--- config.mk ---
export PLATFORM = sky130hd
export DESIGN_NAME = code_point_to_utf8_encoder_core_flat
export DESIGN_NICKNAME = d
export VERILOG_FILES = /design/src/rtl/cp2u8_pkg.sv /design/src/rtl/cp2u8_req_if.sv /design/src/rtl/cp2u8_rsp_if.sv /design/src/rtl/cp2u8_front.sv /design/src/rtl/cp2u8_queue.sv /design/src/rtl/cp2u8_back.sv /design/src/rtl/code_point_to_utf8_encoder_core.sv /design/src/flat_wrapper.sv
export VERILOG_INCLUDE_DIRS = /design/src /design/src/rtl
export SDC_FILE = /design/constraint.sdc
export NUM_CORES = 1
export LEC_CHECK = 0
export BUFFER_PORTS_ARGS = -buffer_cell sky130_fd_sc_hd__buf_4
export CAP_MARGIN = 20
export CELL_PAD_IN_SITES_DETAIL_PLACEMENT = 1
export CELL_PAD_IN_SITES_GLOBAL_PLACEMENT = 2
export CORE_ASPECT_RATIO = 0.9
export CORE_MARGIN = 2
export CORE_UTILIZATION = 47
export CTS_BUF_LIST = sky130_fd_sc_hd__clkbuf_4
export DETAILED_ROUTE_END_ITERATION = 10
export PLACE_DENSITY = 0.85
export SLEW_MARGIN = 20
export SYNTH_ARGS = -nofsm -noshare
export SYNTH_HDL_FRONTEND = slang
export SYNTH_HIERARCHICAL = 1
export SYNTH_SLANG_ARGS = --single-unit
--- constraint.sdc ---
create_clock -name clock -period 8.42 [get_ports clock]
set_clock_uncertainty 0.15 [all_clocks]
set_input_delay 1.684 -clock clock [delete_from_list [all_inputs] [get_ports clock]]
set_output_delay 1.684 -clock clock [all_outputs]
set_load 0.05 [all_outputs]
--- src/rtl/code_point_to_utf8_encoder_core_assert.svh ---
// assertion helpers for the utf-8 encoder
`ifndef CODE_POINT_TO_UTF8_ENCODER_CORE_ASSERT_SVH
`define CODE_POINT_TO_UTF8_ENCODER_CORE_ASSERT_SVH

`ifndef SYNTHESIS

// same-cycle implication
`define CP2U8_ASSERT_NOW(label, clk, rst, ante, cons) \
   label: assert property (@(posedge clk) disable iff (rst) (ante) |-> (cons)) \
      else $error("cp2u8 same-cycle check failed");

// next-cycle implication
`define CP2U8_ASSERT_NEXT(label, clk, rst, ante, cons) \
   label: assert property (@(posedge clk) disable iff (rst) (ante) |=> (cons)) \
      else $error("cp2u8 next-cycle check failed");

`else

`define CP2U8_ASSERT_NOW(label, clk, rst, ante, cons)
`define CP2U8_ASSERT_NEXT(label, clk, rst, ante, cons)

`endif

`endif

--- src/rtl/cp2u8_pkg.sv ---
package cp2u8_pkg;

   // field widths
   localparam int CpW      = 21;
   localparam int ByteW    = 8;
   localparam int MaxBytes = 7;
   localparam int SeqBytes = 4;
   localparam int CntW     = 3;
   localparam int HeldW    = 10;
   localparam int Q_DEPTH  = 2;

   // code point limits
   localparam logic [CpW-1:0] CP_MAX     = 21'h10FFFF;
   localparam logic [CpW-1:0] CP_SUPP    = 21'h010000;
   localparam logic [CpW-1:0] SURR_HI_LO = 21'h00D800;
   localparam logic [CpW-1:0] SURR_HI_HI = 21'h00DBFF;
   localparam logic [CpW-1:0] SURR_LO_LO = 21'h00DC00;
   localparam logic [CpW-1:0] SURR_LO_HI = 21'h00DFFF;
   localparam logic [CpW-1:0] ONE_MAX    = 21'h00007F;
   localparam logic [CpW-1:0] TWO_MAX    = 21'h0007FF;

   // lead and continuation marks
   localparam logic [ByteW-1:0] LEAD2 = 8'hC0;
   localparam logic [ByteW-1:0] LEAD3 = 8'hE0;
   localparam logic [ByteW-1:0] LEAD4 = 8'hF0;
   localparam logic [ByteW-1:0] CONT  = 8'h80;

   // one encoded sequence, first byte in the low bits
   typedef struct packed {
      logic [SeqBytes*ByteW-1:0] bytes;
      logic [CntW-1:0]           count;
   } seq_type;

   // work handed from front to back
   typedef struct packed {
      logic [MaxBytes*ByteW-1:0] bytes;
      logic [CntW-1:0]           count;
      logic                      eos;
      logic                      err;
   } job_type;

   function automatic seq_type put_one(input logic [6:0] c);
      seq_type s;
      s.bytes = {24'h000000, 1'b0, c};
      s.count = 3'd1;
      return s;
   endfunction

   function automatic seq_type put_two(input logic [10:0] c);
      seq_type s;
      s.bytes = {16'h0000, CONT | {2'b00, c[5:0]}, LEAD2 | {3'b000, c[10:6]}};
      s.count = 3'd2;
      return s;
   endfunction

   function automatic seq_type put_three(input logic [15:0] c);
      seq_type s;
      s.bytes = {8'h00, CONT | {2'b00, c[5:0]}, CONT | {2'b00, c[11:6]},
                 LEAD3 | {4'h0, c[15:12]}};
      s.count = 3'd3;
      return s;
   endfunction

   function automatic seq_type put_four(input logic [CpW-1:0] c);
      seq_type s;
      s.bytes = {CONT | {2'b00, c[5:0]}, CONT | {2'b00, c[11:6]},
                 CONT | {2'b00, c[17:12]}, LEAD4 | {5'b00000, c[20:18]}};
      s.count = 3'd4;
      return s;
   endfunction

endpackage

--- src/rtl/cp2u8_req_if.sv ---
interface cp2u8_req_if;
   logic                       valid;
   logic                       ready;
   logic [cp2u8_pkg::CpW-1:0]  code_point;
   logic                       end_of_string;

   modport source (output valid, code_point, end_of_string, input ready);
   modport sink   (input valid, code_point, end_of_string, output ready);
endinterface

--- src/rtl/cp2u8_rsp_if.sv ---
interface cp2u8_rsp_if;
   logic                         valid;
   logic                         ready;
   logic [cp2u8_pkg::ByteW-1:0]  out_byte;
   logic                         run_last;
   logic                         string_done;
   logic                         range_error;

   modport source (output valid, out_byte, run_last, string_done, range_error,
                   input ready);
   modport sink   (input valid, out_byte, run_last, string_done, range_error,
                   output ready);
endinterface

--- src/rtl/cp2u8_front.sv ---
module cp2u8_front (
   input  logic               clock,
   input  logic               reset,
   cp2u8_req_if.sink          req_bus,
   input  logic               push_ok,
   output logic               push,
   output cp2u8_pkg::job_type push_job
);
   import cp2u8_pkg::*;

   logic [HeldW-1:0] held_ff, held_in;
   logic             held_valid_ff, held_valid_in;
   logic             dropping_ff, dropping_in;
   logic             accept;
   logic [CpW-1:0]   cp;
   logic             eos;
   logic             is_high, is_low;
   logic [CpW-1:0]   joined;
   seq_type          flush_seq, main_seq;
   logic             flush, emit_seq;
   job_type          job;

   assign req_bus.ready = push_ok;
   assign accept        = req_bus.valid & push_ok;
   assign cp            = req_bus.code_point;
   assign eos           = req_bus.end_of_string;

   // surrogate classification
   assign is_high   = (cp >= SURR_HI_LO) && (cp <= SURR_HI_HI);
   assign is_low    = (cp >= SURR_LO_LO) && (cp <= SURR_LO_HI);
   assign joined    = CP_SUPP + CpW'({held_ff, cp[HeldW-1:0]});
   assign flush_seq = put_three(SURR_HI_LO[15:0] | {6'b000000, held_ff});

   // classify the word and build the job
   always_comb begin
      held_in       = held_ff;
      held_valid_in = held_valid_ff;
      dropping_in   = dropping_ff;
      main_seq      = '0;
      flush         = 1'b0;
      emit_seq      = 1'b0;
      job           = '0;
      job.eos       = eos;
      priority if (dropping_ff) begin
         if (eos) begin
            dropping_in = 1'b0;
         end
      end else if (cp > CP_MAX) begin
         // the error word always closes the string
         held_valid_in = 1'b0;
         held_in       = '0;
         job.count     = 3'd1;
         job.err       = 1'b1;
         job.eos       = 1'b1;
         dropping_in   = !eos;
      end else if (held_valid_ff && is_low) begin
         main_seq      = put_four(joined);
         emit_seq      = 1'b1;
         held_valid_in = 1'b0;
         held_in       = '0;
      end else begin
         flush         = held_valid_ff;
         emit_seq      = 1'b1;
         held_valid_in = 1'b0;
         held_in       = '0;
         priority if (cp >= CP_SUPP) begin
            main_seq = put_four(cp);
         end else if (is_high && !eos) begin
            held_in       = cp[HeldW-1:0];
            held_valid_in = 1'b1;
         end else if (cp <= ONE_MAX) begin
            main_seq = put_one(cp[6:0]);
         end else if (cp <= TWO_MAX) begin
            main_seq = put_two(cp[10:0]);
         end else begin
            main_seq = put_three(cp[15:0]);
         end
      end
      if (emit_seq) begin
         if (flush) begin
            job.bytes = {main_seq.bytes, flush_seq.bytes[23:0]};
            job.count = main_seq.count + 3'd3;
         end else begin
            job.bytes = {24'h000000, main_seq.bytes};
            job.count = main_seq.count;
         end
      end
   end

   assign push     = accept && (job.count != '0);
   assign push_job = job;

   // surrogate and drop state
   always_ff @(posedge clock) begin
      if (reset) begin
         held_ff       <= '0;
         held_valid_ff <= 1'b0;
         dropping_ff   <= 1'b0;
      end else if (accept) begin
         held_ff       <= held_in;
         held_valid_ff <= held_valid_in;
         dropping_ff   <= dropping_in;
      end
   end

endmodule

--- src/rtl/cp2u8_queue.sv ---
module cp2u8_queue #(
   parameter int Depth = cp2u8_pkg::Q_DEPTH
) (
   input  logic               clock,
   input  logic               reset,
   input  logic               push,
   input  cp2u8_pkg::job_type push_job,
   output logic               push_ok,
   input  logic               pop,
   output logic               head_valid,
   output cp2u8_pkg::job_type head_job
);
   import cp2u8_pkg::*;

   localparam int PtrW = $clog2(Depth);
   localparam int CntQW = $clog2(Depth + 1);
   localparam logic [PtrW-1:0]  LastPtr = PtrW'(Depth - 1);
   localparam logic [CntQW-1:0] FullCnt = CntQW'(Depth);

   job_type          slot_ff [Depth];
   logic [PtrW-1:0]  wr_ptr_ff, rd_ptr_ff;
   logic [CntQW-1:0] count_ff;

   assign push_ok    = count_ff != FullCnt;
   assign head_valid = count_ff != '0;
   assign head_job   = slot_ff[rd_ptr_ff];

   // storage
   always_ff @(posedge clock) begin
      if (push) begin
         slot_ff[wr_ptr_ff] <= push_job;
      end
   end

   // pointers and fill level
   always_ff @(posedge clock) begin
      if (reset) begin
         wr_ptr_ff <= '0;
         rd_ptr_ff <= '0;
         count_ff  <= '0;
      end else begin
         if (push) begin
            wr_ptr_ff <= (wr_ptr_ff == LastPtr) ? '0 : wr_ptr_ff + 1'b1;
         end
         if (pop) begin
            rd_ptr_ff <= (rd_ptr_ff == LastPtr) ? '0 : rd_ptr_ff + 1'b1;
         end
         if (push && !pop) begin
            count_ff <= count_ff + 1'b1;
         end else if (pop && !push) begin
            count_ff <= count_ff - 1'b1;
         end
      end
   end

endmodule

--- src/rtl/cp2u8_back.sv ---
module cp2u8_back (
   input  logic               clock,
   input  logic               reset,
   input  logic               head_valid,
   input  cp2u8_pkg::job_type head_job,
   output logic               pop,
   cp2u8_rsp_if.source        rsp_bus
);
   import cp2u8_pkg::*;

   job_type          work_ff, work_in;
   logic             work_valid_ff, work_valid_in;
   logic [CntW-1:0]  idx_ff, idx_in;
   logic             out_valid_ff, out_valid_in;
   logic [ByteW-1:0] byte_ff, byte_in;
   logic             last_ff, last_in;
   logic             done_ff, done_in;
   logic             err_ff, err_in;
   logic             out_free, emit, work_last;

   assign out_free  = !out_valid_ff || rsp_bus.ready;
   assign emit      = work_valid_ff && out_free;
   assign work_last = idx_ff == (work_ff.count - 1'b1);
   assign pop       = head_valid && (!work_valid_ff || (emit && work_last));

   // job sequencing
   always_comb begin
      work_in       = work_ff;
      work_valid_in = work_valid_ff;
      idx_in        = idx_ff;
      if (pop) begin
         work_in       = head_job;
         work_valid_in = 1'b1;
         idx_in        = '0;
      end else if (emit && work_last) begin
         work_valid_in = 1'b0;
      end else if (emit) begin
         idx_in = idx_ff + 1'b1;
      end
   end

   // output register
   always_comb begin
      out_valid_in = out_valid_ff;
      byte_in      = byte_ff;
      last_in      = last_ff;
      done_in      = done_ff;
      err_in       = err_ff;
      if (emit) begin
         out_valid_in = 1'b1;
         byte_in      = work_ff.bytes[idx_ff*ByteW +: ByteW];
         last_in      = work_last;
         done_in      = work_last && work_ff.eos;
         err_in       = work_ff.err;
      end else if (rsp_bus.ready) begin
         out_valid_in = 1'b0;
      end
   end

   always_ff @(posedge clock) begin
      if (reset) begin
         work_valid_ff <= 1'b0;
         out_valid_ff  <= 1'b0;
      end else begin
         work_valid_ff <= work_valid_in;
         out_valid_ff  <= out_valid_in;
      end
   end

   always_ff @(posedge clock) begin
      work_ff <= work_in;
      idx_ff  <= idx_in;
      byte_ff <= byte_in;
      last_ff <= last_in;
      done_ff <= done_in;
      err_ff  <= err_in;
   end

   assign rsp_bus.valid       = out_valid_ff;
   assign rsp_bus.out_byte    = byte_ff;
   assign rsp_bus.run_last    = last_ff;
   assign rsp_bus.string_done = done_ff;
   assign rsp_bus.range_error = err_ff;

endmodule

--- src/rtl/code_point_to_utf8_encoder_core.sv ---
// UTF-8 encoder: takes one code point per request word and returns its UTF-8
// encoding one byte per response word. A bare high surrogate is held and joined
// with a following low surrogate into a 4-byte sequence, or flushed as 3 bytes
// by any other in-range word or by end of string; a code point above 0x10FFFF
// discards it and returns a single zero byte flagged range_error and
// string_done, after which words are dropped up to and including the
// end-of-string word. The front classifies a word in the cycle it is taken and
// queues up to seven bytes of work; the back sends one byte per cycle through a
// registered output while the receiver is ready. An item yields one to seven
// bytes (usually one to four), and items that produce nothing are not queued.
// When the queue and output are empty, the first byte passes through the job
// queue, the back's work register and the output register before it reaches
// the response port. Request ready drops only when the job queue is full.
`include "code_point_to_utf8_encoder_core_assert.svh"

module code_point_to_utf8_encoder_core #(
   parameter int QUEUE_DEPTH = cp2u8_pkg::Q_DEPTH
) (
   input  logic         clock,
   input  logic         reset,
   cp2u8_req_if.sink    req_bus,
   cp2u8_rsp_if.source  rsp_bus
);
   import cp2u8_pkg::*;

   logic    q_push, q_push_ok, q_pop, q_head_valid;
   job_type q_push_job, q_head_job;

   // classify and track surrogate state
   cp2u8_front u_front (
      .clock    (clock),
      .reset    (reset),
      .req_bus  (req_bus),
      .push_ok  (q_push_ok),
      .push     (q_push),
      .push_job (q_push_job)
   );

   // job queue between front and back
   cp2u8_queue #(
      .Depth (QUEUE_DEPTH)
   ) u_queue (
      .clock      (clock),
      .reset      (reset),
      .push       (q_push),
      .push_job   (q_push_job),
      .push_ok    (q_push_ok),
      .pop        (q_pop),
      .head_valid (q_head_valid),
      .head_job   (q_head_job)
   );

   // byte serializer
   cp2u8_back u_back (
      .clock      (clock),
      .reset      (reset),
      .head_valid (q_head_valid),
      .head_job   (q_head_job),
      .pop        (q_pop),
      .rsp_bus    (rsp_bus)
   );

   // checks
   `CP2U8_ASSERT_NOW(a_err_word, clock, reset, rsp_bus.valid && rsp_bus.range_error, rsp_bus.run_last && rsp_bus.string_done && (rsp_bus.out_byte == '0))
   `CP2U8_ASSERT_NOW(a_done_last, clock, reset, rsp_bus.valid && rsp_bus.string_done, rsp_bus.run_last)
   `CP2U8_ASSERT_NOW(a_pop_nonempty_job, clock, reset, q_pop, q_head_job.count != '0)
   `CP2U8_ASSERT_NEXT(a_no_pop_from_empty, clock, reset, !q_head_valid && !q_push, !q_pop)

endmodule

--- src/flat_wrapper.sv ---
// flat-port wrapper written by rule: the top's interface ports become plain ports
module code_point_to_utf8_encoder_core_flat import cp2u8_pkg::*;
#(
   parameter int QUEUE_DEPTH = cp2u8_pkg::Q_DEPTH
)
  (clock, reset, req_bus_valid, req_bus_code_point, req_bus_end_of_string, req_bus_ready, rsp_bus_valid, rsp_bus_out_byte, rsp_bus_run_last, rsp_bus_string_done, rsp_bus_range_error, rsp_bus_ready);
  cp2u8_req_if req_bus_i ();
  cp2u8_rsp_if rsp_bus_i ();
  input  logic clock;
  input  logic reset;
  input wire logic [$bits(req_bus_i.valid)-1:0] req_bus_valid;
  input wire logic [$bits(req_bus_i.code_point)-1:0] req_bus_code_point;
  input wire logic [$bits(req_bus_i.end_of_string)-1:0] req_bus_end_of_string;
  output wire logic [$bits(req_bus_i.ready)-1:0] req_bus_ready;
  output wire logic [$bits(rsp_bus_i.valid)-1:0] rsp_bus_valid;
  output wire logic [$bits(rsp_bus_i.out_byte)-1:0] rsp_bus_out_byte;
  output wire logic [$bits(rsp_bus_i.run_last)-1:0] rsp_bus_run_last;
  output wire logic [$bits(rsp_bus_i.string_done)-1:0] rsp_bus_string_done;
  output wire logic [$bits(rsp_bus_i.range_error)-1:0] rsp_bus_range_error;
  input wire logic [$bits(rsp_bus_i.ready)-1:0] rsp_bus_ready;
  assign req_bus_i.valid = req_bus_valid;
  assign req_bus_i.code_point = req_bus_code_point;
  assign req_bus_i.end_of_string = req_bus_end_of_string;
  assign req_bus_ready = req_bus_i.ready;
  assign rsp_bus_valid = rsp_bus_i.valid;
  assign rsp_bus_out_byte = rsp_bus_i.out_byte;
  assign rsp_bus_run_last = rsp_bus_i.run_last;
  assign rsp_bus_string_done = rsp_bus_i.string_done;
  assign rsp_bus_range_error = rsp_bus_i.range_error;
  assign rsp_bus_i.ready = rsp_bus_ready;
  code_point_to_utf8_encoder_core #(.QUEUE_DEPTH(QUEUE_DEPTH)) u_core (.clock(clock), .reset(reset), .req_bus(req_bus_i), .rsp_bus(rsp_bus_i));
endmodule
==> reports/metrics.csv <==
stage,metric,value,unit
power_and_ir_drop,max-vdd-ir-drop,0.236,mV
power_and_ir_drop,comb_power_share,24.9,%
timing,max_freq,169,MHz
power_and_ir_drop,power.total,3.48,mW
detailed_routing,avgViaCountPerCell,5.80,
global_route,grt_start_max_net_pins,64,
cts,cts_buffers,56,
placed_design,hpwl,16.4,mm
layout,seqCellArea,6270,um^2
critical_path,timing.rr.start,u_core/u_front/held_valid_ff$_SDFFE_PP0P_,
critical_path,r2r_cells,6,
critical_path,cp_max_fo,33,
synthesis,ys.flop_type,edfxtp_1,
synthesis,synth_area,9410,um^2
critical_path,end_kind,register,
power_and_ir_drop,swShare,31.5,%
synthesis,ys_warn_count,6,
job,max-cap-violations,0,
synthesis,async_flop_share,0,%
floorplan,dieArea,21200,um^2
detailed_routing,highest_layer,met4,
critical_path,crit_start,req_bus_code_point[18],
synthesis,synth_edf_count,194,
timing,hold_viol_final,0,
detailed_routing,dr_wl_met3,1.32,mm
synthesis,synthCells,657,
cts,cts_hold_buf,0,
floorplan,initial_core_util,47.5,%
timing,setup_viol,0,
layout,drive_gt1_share,22.2,%
synthesis,seq_area_frac_synth,66.6,%
synthesis,syn_area_per_cell,14.3,um^2
floorplan,die_h,138,um
synthesis,yosysTopAreaCell,edfxtp_1,
floorplan,die_w,153,um
synthesis,synthDominantCellAreaShare,61.9,%
detailed_routing,totalWireLength,24.4,mm
outcome,status,"finished, final reports clean",
power_and_ir_drop,power-per-cell-area,326,nW/um^2
detailed_routing,wl_met1,10.9,mm
timing,setup_ws,2.49,ns
timing,post-route-period-util,70.4,%
hold_path,hp-start,u_core/u_back/work_ff[0]$_DFFE_PP_,
detailed_routing,wl_met2,11.5,mm
placed_design,dpl_worst_slack,1.97,ns
cts,cts_buffer_depth,3,
synthesis,synthTopCellsByArea,"edfxtp_1 (62%), mux2_1 (7.3%), dfxtp_1 (4.7%), nor2_1 (3.1%), mux4_2 (1.9%)",
power_and_ir_drop,leakage,3.81,nW
global_route,grt_use_total,23.2,%
timing,worstMarginPinSlew,1.07,ns
global_route,gr-total-overflow,0,
floorplan,pin_count,39,
power_and_ir_drop,p_clk_share,27.1,%
detailed_routing,routedWlPerCell,23.7,um
layout,fillers,1974,
floorplan,core_area,19800,um^2
cts,cts_setup_buffers,0,
hold_path,hp-class,register to register,
global_route,grt_pass1_wl,37.6,mm
cts,cts_tree,yes,
cts,cts.sinks,216,
cts,clock_latency,0.65,ns
synthesis,synth-seq-cells,216,
placed_design,io_buffers,38,
critical_path,start_kind,input pin,
detailed_routing,drc_errors,0,
layout,nets,760,
critical_path,crit_required,8.57,ns
timing,max_slew_margin,28.6,%
cts,cts_resized,0,
cts,clk_pin_slew,0.07,ns
timing,slew_violations,0,
critical_path,critPathKind,input pin to register,
power_and_ir_drop,p_seq_share,48.0,%
synthesis,synthMostInstantiatedCell,edfxtp_1,
critical_path,crit_arrival,6.08,ns
detailed_routing,drtIter0Drc,415,
placed_design,dpl_cell_area,9890,um^2
detailed_routing,postRouteAntennaNets,0,
timing,setup-tns-final,0,ns
cts,htreeDepth,2,
global_route,grt_pass1_vias,6446,
global_route,antenna_found_initial,1,
layout,multi_input_area,2870,um^2
layout,final_util,53.8,%
timing,timing.final.crit_period,5.93,ns
layout,syn_to_final_growth,13.2,%
layout,finalInstanceArea,10700,um^2
synthesis,ys_types,71,
power_and_ir_drop,power_switching,1.10,mW
hold_path,hold_path_depth,0,
cts,cts-root-buf,clkbuf_4,
detailed_routing,routed-via-count,5988,
placed_design,gp_congestion,0.942,
timing,rsz0062_at_grt,no,
detailed_routing,first_pass_iters,5,
power_and_ir_drop,p_int,2.39,mW
floorplan,num_rows,49,
synthesis,synth_common_cells,"edfxtp_1 (194), nor2_1 (79), mux2_1 (61)",
## registers in the layout, summed over array words and instances, names as in the netlist, named ones only
register                           count
u_core/u_front/held_valid_ff           1
u_core/u_back/rsp_bus.out_byte         8
u_core/u_front/held_ff                10
u_core/u_queue/rd_ptr_ff               1
u_core/u_queue/slot_ff               122
u_core/u_queue/count_ff                2
u_core/u_back/rsp_bus.run_last         1
u_core/u_back/rsp_bus.valid            1
u_core/u_back/rsp_bus.range_error      1
u_core/u_queue/wr_ptr_ff               1
u_core/u_back/work_valid_ff            1
u_core/u_back/rsp_bus.string_done      1
u_core/u_front/dropping_ff             1
u_core/u_back/work_ff                 61
u_core/u_back/idx_ff                   3
## layer usage
metal,vias to the layer above,GRT usage [%]
li1,2697,-
met1,3028,32.4
met2,207,36.5
met3,56,4.83
met4,0,7.75
met5,-,0
## power groups by stage
stage | Combinational [mW] | Sequential (mW) | Clock [mW]
after floorplan | 0.555 | 1.74 | 0
after global placement | 0.839 | 1.67 | 0
after detailed placement | 0.874 | 1.70 | 0
after CTS | 0.880 | 1.68 | 0.973
after global routing | 0.943 | 1.70 | 1.03
final | 0.865 | 1.67 | 0.943
## final cells by class
class | instances | share of cell area, %
multi-input combinational | 392 | 26.9
antenna | 1 | 0.0235
clock inverter | 16 | 0.904
timing repair buffer | 53 | 3.73
tap | 255 | 2.99
sequential | 216 | 58.8
inverter | 10 | 0.352
clock buffer | 89 | 6.27
## layout by cell type (no fill, tap or decap), types with 8 or more instances in the layout
master / Yosys / final
clkinv_1: 0 / 10
clkbuf_4: 0 / 89
a21oi_1: 34 / 34
a22oi_1: 11 / 11
nand2_1: 24 / 24
mux2_1: 61 / 61
edfxtp_1: 194 / 194
dfxtp_1: 22 / 21
mux2i_1: 11 / 11
inv_1: 10 / 10
and3_1: 11 / 11
buf_4: 9 / 53
a211oi_1: 9 / 9
mux4_2: 8 / 8
o21ai_0: 15 / 15
nor2_1: 79 / 79
## kinds of logic after synthesis
| family | after synthesis | synth area share (%) |
|---|---|---|
| flip-flops | 216 | 66.6 |
| AND/OR/NAND/NOR | 172 | 8.93 |
| AO/OA/AOI/OAI | 120 | 9.12 |
| multiplexers | 81 | 10.5 |
| buffers and inverters | 53 | 3.20 |
| XOR/XNOR | 9 | 0.984 |
| adder cells (fa/ha/maj) | 5 | 0.665 |
| other | 1 | 0.0398 |
## stage by stage
stage          cells  hold WS [ns]
6_report        1032         0.292
5_1_grt         1032         0.294
4_1_cts         1031         0.292
3_5_place_dp     926         0.284
3_3_place_gp     926         0.270
2_1_floorplan    661         0.250
## worst paths after layout
kind / slack [ns] / endpoint
worst min register to register: 0.29 / u_core/u_back/rsp_bus.range_error$_DFFE_PN_
worst max register to register: 3.83 / u_core/u_queue/slot_ff[0][37]$_DFFE_PP_
worst min-delay path: 0.29 / u_core/u_back/rsp_bus.range_error$_DFFE_PN_
worst max-delay path: 2.49 / u_core/u_queue/slot_ff[0][37]$_DFFE_PP_
## worst max-delay path: stages
cell	delay, ns
buf_4	0.13
nor4_1	0.55
nand2_1	0.71
nor3_1	0.56
nand2_1	0.11
ha_1	0.21
inv_1	0.08
o2111ai_1	0.16
o221a_1	0.17
o32ai_1	0.31
nor2b_4	0.96
buf_4	0.41
(Power assumes the default switching activity.)
